## src/wpta_pkg.sv

```systemverilog
// Package: sizes, types and LRU helpers for the way-predicted tag array.
`default_nettype none
package wpta_pkg;
  localparam int NumSets        = 64;
  localparam int NumWays        = 8;
  localparam int LineOffsetBits = 6;
  localparam int SetBits        = (NumSets > 1) ? $clog2(NumSets) : 1;
  localparam int WayBits        = 3;
  localparam int TagBits        = 20;
  localparam int TagShift       = 12;
  localparam int LruBits        = NumWays * NumWays;
  localparam int InDataBits     = 72;
  localparam int OutDataBits    = 8;

  typedef enum logic {
    CMD_LOOKUP = 1'b0,
    CMD_FILL   = 1'b1
  } cmd_t;

  typedef struct packed {
    cmd_t                 cmd;
    logic [TagBits-1:0]   tag;
    logic [SetBits-1:0]   set;
  } req_t;

  typedef struct packed {
    logic               hit;
    logic [WayBits-1:0] way;
  } rsp_t;

  function automatic logic [LruBits-1:0] lru_touch(input logic [LruBits-1:0] m,
                                                   input logic [WayBits-1:0] w);
    logic [LruBits-1:0] r;
    r = m;
    for (int i = 0; i < NumWays; i++) begin
      if (w == WayBits'(i)) begin
        for (int c = 0; c < NumWays; c++) r[i*NumWays+c] = 1'b1;
      end
    end
    for (int i = 0; i < NumWays; i++) begin
      for (int c = 0; c < NumWays; c++) begin
        if (w == WayBits'(c)) r[i*NumWays+c] = 1'b0;
      end
    end
    return r;
  endfunction

  function automatic logic [WayBits-1:0] lru_victim(input logic [LruBits-1:0] m);
    logic [WayBits-1:0] v;
    logic               f;
    v = '0;
    f = 1'b0;
    for (int i = 0; i < NumWays; i++) begin
      if (!f && m[i*NumWays +: NumWays] == '0) begin
        v = WayBits'(i);
        f = 1'b1;
      end
    end
    return v;
  endfunction
endpackage
`default_nettype wire

```

## src/wpta_front.sv

```systemverilog
// Front end: accept input words, decode set and tag, queue requests.
`default_nettype none
module wpta_front (
  input  wire logic                          clk,
  input  wire logic                          rst_n,
  input  wire logic                          in_tvalid,
  output logic                               in_tready,
  input  wire logic [wpta_pkg::InDataBits-1:0] in_tdata,
  output logic                               req_valid,
  input  wire logic                          req_ready,
  output wpta_pkg::req_t                     req
);
  import wpta_pkg::*;

  req_t       q_r [2];
  logic       wp_r, rp_r;
  logic [1:0] cnt_r;
  logic       wp_nxt, rp_nxt;
  logic [1:0] cnt_nxt;
  req_t       dec;
  logic       push, pop;

  always_comb begin
    dec.cmd = cmd_t'(in_tdata[0]);
    dec.tag = in_tdata[1+TagShift +: TagBits];
    dec.set = SetBits'(in_tdata[33+LineOffsetBits +: 26] % NumSets);
  end

  assign in_tready = (cnt_r != 2'd2);
  assign push      = in_tvalid && in_tready;
  assign req_valid = (cnt_r != 2'd0);
  assign pop       = req_valid && req_ready;
  assign req       = q_r[rp_r];
  assign wp_nxt    = push ? ~wp_r : wp_r;
  assign rp_nxt    = pop ? ~rp_r : rp_r;
  assign cnt_nxt   = cnt_r + 2'(push) - 2'(pop);

  always_ff @(posedge clk) begin
    if (push) q_r[wp_r] <= dec;
    if (!rst_n) begin
      wp_r  <= 1'b0;
      rp_r  <= 1'b0;
      cnt_r <= 2'd0;
    end else begin
      wp_r  <= wp_nxt;
      rp_r  <= rp_nxt;
      cnt_r <= cnt_nxt;
    end
  end
endmodule
`default_nettype wire

```

## config.mk

```make
export PLATFORM = sky130hd
export DESIGN_NAME = wpta_front
export DESIGN_NICKNAME = d
export VERILOG_FILES = /design/src/wpta_pkg.sv /design/src/wpta_front.sv
export SDC_FILE = /design/constraint.sdc
export NUM_CORES = 1
export LEC_CHECK = 0
export BUFFER_PORTS_ARGS = -buffer_cell sky130_fd_sc_hd__clkbuf_2
export CAP_MARGIN = 0
export CELL_PAD_IN_SITES_DETAIL_PLACEMENT = 0
export CELL_PAD_IN_SITES_GLOBAL_PLACEMENT = 2
export CORE_UTILIZATION = 34
export CTS_CLUSTER_SIZE = 8
export DETAILED_ROUTE_END_ITERATION = 12
export PLACE_DENSITY_LB_ADDON = 0.1
export SETUP_SLACK_MARGIN = 0.4
export SYNTH_ARGS = -nofsm -noshare
export SYNTH_HDL_FRONTEND = slang
export SYNTH_SLANG_ARGS = --single-unit
```

## constraint.sdc

```tcl
create_clock -name clk -period 4.1 [get_ports clk]
set_input_delay 0.82 -clock clk [delete_from_list [all_inputs] [get_ports clk]]
set_output_delay 0.82 -clock clk [all_outputs]
set_load 0.01 [all_outputs]
```

Word level (Yosys, flattened, before mapping)
Memories as Yosys holds them, arrays and structs flattened. A register that Yosys moved wholly into a read port is not among the register bits.
Cells that the tools add are included.
{"block": "word_totals", "ff_bits": 4, "ramBits": 54, "inputBits": 76, "output_inout_bits": 29, "elab_cells": 16, "mem_count": 1}
{"name": "q_r", "words": 2, "word_bits": 27, "rd": 1, "rd_ports_with_merged_regs": 1, "wr": 1, "line": "wpta_front.sv:15", "rtl": "req_t q_r [2];"}
{"block": "op_classes", "add_sub_neg": 2, "eq_ne": 1, "muxes": 4, "n_bitwise": 2, "reduce_logical": 3}
{"op": "$mux 1", "n": 4}
{"op": "$add 2x1->2", "n": 1}
{"op": "$logic_and 1x1->1", "n": 2}
{"op": "$ne 2x2->1 const B", "n": 1}
{"op": "$not 1->1", "n": 2}
{"op": "$reduce_bool 2->1", "n": 1}
{"op": "$sub 2x1->2", "n": 1}

Depth between registers and ports, before layout
{"block": "depth", "depth_word": 4, "ltp_mapped": 8}

Least setup slack after synthesis
OpenSTA, ideal clock, no wires.
{"block": "synth_path", "path_type": "in2reg", "from": "input port in_tvalid", "to": "memory q_r[0][0] in the netlist's numbering, enable pin", "setup_time_ps": 411, "arrival_ps": 2064, "required_ps": 3689, "path_slack_ps": 1625, "stages": 2, "n_path_buf": 0, "cell_sequence": "nand2_1 > nor2_1"}
{"block": "synth_via", "elab_chain_cells": 3}
{"element": "from (decl)", "line": "wpta_front.sv:6", "rtl": "input wire logic in_tvalid,"}
{"element": "$logic_and 1x1->1", "line": "wpta_front.sv:30", "rtl": "assign push = in_tvalid && in_tready;"}
{"element": "$mux 1", "line": "wpta_front.sv:39", "rtl": "if (push) q_r[wp_r] <= dec;"}
{"element": "$mux 1 (implied by the code)", "line": "wpta_front.sv:39"}
{"element": "to (decl)", "line": "wpta_front.sv:15"}
Every way passes these cells.

==> results.py <==
metrics = {
    "synthesis": {
        "synth_top_area_share_pct": 70.9,
        "syn_inst": 108,
        "synth_compound_area_share_pct": 0.383,
        "netlist_area_sq_um": 2290,
        "synth.area.top_cells": "edfxtp_1, mux2_4, dfxtp_1, mux2_2, buf_12",
        "synth_top_family_by_area": "multiplexers",
        "ys_ff_latch": 59,
        "synth_simple_gate_area_share_pct": 2.68,
        "yosys.area.top_type": "edfxtp_1",
        "synthMuxAreaShare_pct": 17.0,
        "synthXorXnorAreaFrac_pct": 1.15,
        "postSynthAreaPerCell_sq_um": 21.2,
        "syn-num-nets": 186,
        "yosysSeqAreaShare_pct": 75.3,
        "yosys_warnings": 0,
        "yosys.area_share.adder_pct": 1.09,
        "synthDistinctLibCells": 18,
    },
    "floorplan": {
        "die_area_sq_um": 7060,
        "start_util_pct": 35.6,
        "dieHeight_microns": 84.0,
        "io_pins": 105,
        "rows": 29,
        "fp.dieW_microns": 84.0,
        "coreArea_sq_um": 6420,
    },
    "timing": {
        "fin_crit_ns": 2.60,
        "whs_ns": 0.539,
        "setup_viol": 0,
        "setup-tns-final_ns": 0,
        "fmax_mhz": 385,
        "hold_viol": 0,
        "slew_headroom_pct": 41.7,
        "period_share_pct": 63.4,
        "clock_skew_ns": 0.00652,
        "rsz0062_at_grt": "false",
        "finalMaxSlewViolations": 0,
        "tightest_slew_ns": 0.874,
    },
    "placed_design": {
        "portBuffers": 59,
        "dp_cells": 242,
        "gp_congestion": 0.628,
    },
    "pwr": {
        "vdd_drop_max_mv": 0.317,
        "p_leak_nw": 1.14,
        "power_density_nw_per_um2": 624,
    },
    "drt": {
        "wl_met3_microns": 250,
        "vias": 1141,
        "drc": 3,
        "wl_met2_mm": 1.82,
        "wl_per_cell_microns": 14.2,
        "drt-pass1-iter-count": 8,
        "drt-initial-drc-count": 64,
        "drt-total-wl_mm": 3.66,
        "met1Wirelength_mm": 1.47,
        "ant_nets": 0,
        "top_layer_used": "met4",
        "via_per_inst": 4.42,
    },
    "status": {
        "violations": "DRC",
        "outcome": "finished with violations",
    },
    "cells_and_area": {
        "n_antenna_cell": 0,
        "layout.nets": 254,
        "drive_above_1_share_pct": 58.0,
        "finalNonFillerCells": 258,
        "area_delta_synth_final_pct": 24.6,
    },
    "clocking": {
        "hold_buffers": 0,
        "clk_pin_slew_ns": 0.06,
        "cts_buffers": 9,
        "post_cts_buffers": 0,
        "clock_latency_ns": 0.33,
        "cts_buffer_depth": 2,
        "tritoncts": "done",
        "cts_root_buffer": "clkbuf_8",
        "htree_levels": 3,
        "post_cts_resized": 0,
        "clock_sinks": 59,
    },
    "global_route": {
        "grt_pass1_wl_mm": 5.77,
        "grt_overflow": 0,
        "grt_max_degree": 28,
        "grtUsageTotal_pct": 11.4,
        "antenna_found_initial": 0,
        "first_global_vias": 1224,
    },
    "flow_run": {
        "cap_violations": 0,
    },
    "worst_hold_path": {
        "hp-class": "flip-flop to flip-flop",
        "holdCritStartpoint": "rp_r",
    },
    "worst_setup_path": {
        "setup.worst_path.class": "flip-flop to output pin",
        "cp_data_arrival_time_ns": 1.78,
        "r2r_start": "cnt_r[0]",
        "critical_path_required_ns": 3.28,
        "critPathCaptureType": "output pin",
        "cp_max_fo": 27,
        "critPathLaunchType": "flip-flop",
    },
}
[cells in the final DEF (no fill, tap or decap)]
cell type   n
mux2_4     20
clkinv_1    2
nand2_1     2
inv_1       1
or2_2       1
nor2b_1     2
mux2_2      7
and3_1      1
buf_4       1
mux2i_1     1
and2_1      2
nor2_4      1
edfxtp_1   54
dfxtp_1     4
clkbuf_2   59
clkinv_2    3
o21a_2      1
xnor2_1     3
clkbuf_8    9
ha_1        2
dfxtp_2     1
bufinv_16   2
nand2b_1    2
[per-stage QoR]
stage | area [sq um] | total power, W | util, % | setup WS (ns)
2_1_floorplan | 2290 | 0.00114 | - | 1.62
3_3_place_gp | 2640 | 0.00125 | 41.2 | 1.83
3_5_place_dp | 2640 | 0.00126 | 41.2 | 1.80
4_1_cts | 2850 | 0.00182 | 44.4 | 1.43
5_1_grt | 2850 | 0.00187 | 44.4 | 1.37
6_report | 2850 | 0.00178 | 44.4 | 1.50
[flip-flops by register name, summed over array words and instances (netlist names), named ones only]
name / cells
q_r: 54
cnt_r: 2
rp_r: 1
wp_r: 1
[layout make-up]
type,count,area [sq um]
Fill cell,589,3570
Sequential cell,59,1720
Multi-Input combinational cell,45,518
Timing Repair Buffer,60,303
Clock buffer,9,124
Tap cell,77,96.3
Clock inverter,7,82.6
Inverter,1,3.75
[synthesized netlist by cell type]
master	instances
o21a_2	1
and2_1	2
nor2b_1	2
xnor2_1	3
buf_6	1
nand2_1	2
mux2i_1	1
and3_1	1
ha_1	2
inv_1	1
dfxtp_1	5
nor2_1	1
edfxtp_1	54
nand2b_1	2
buf_12	2
mux2_4	20
or2_2	1
mux2_2	7
[power breakdown]
group / switching [W] / internal (W)
combinational: 0.000173 / 0.000229
sequential: 0.0000719 / 0.000760
clock: 0.000211 / 0.000334
[worst max-delay path, stage by stage, from the launching register on]
cell and delay [ns]:
dfxtp_2 0.90, mux2_2 0.42, clkbuf_2 0.13
[worst paths after layout]
kind / to / slack, ns / depth (start not counted)
min reg2reg: rp_r / 0.54 / 2
max: req[3] / 1.50 / 2
min: rp_r / 0.54 / 2
max reg2reg: q_r[1][10] / 2.24 / 3
[cells by family (layout without fill, tap and decap cells)]
logic type      after synthesis  after routing
xor+xnor                      3              3
buf+inv                       4             77
simple gates                 11             11
mux                          28             28
compound gates                1              1
flops                        59             59
fa+ha+maj                     2              2
[metal layers]
metal,track usage [%],vias up
li1,-,550
met1,12.4,537
met2,18.3,44
met3,4.06,10
met4,8.93,0
met5,0,-
No activity file was read; power rests on OpenSTA's default activity.
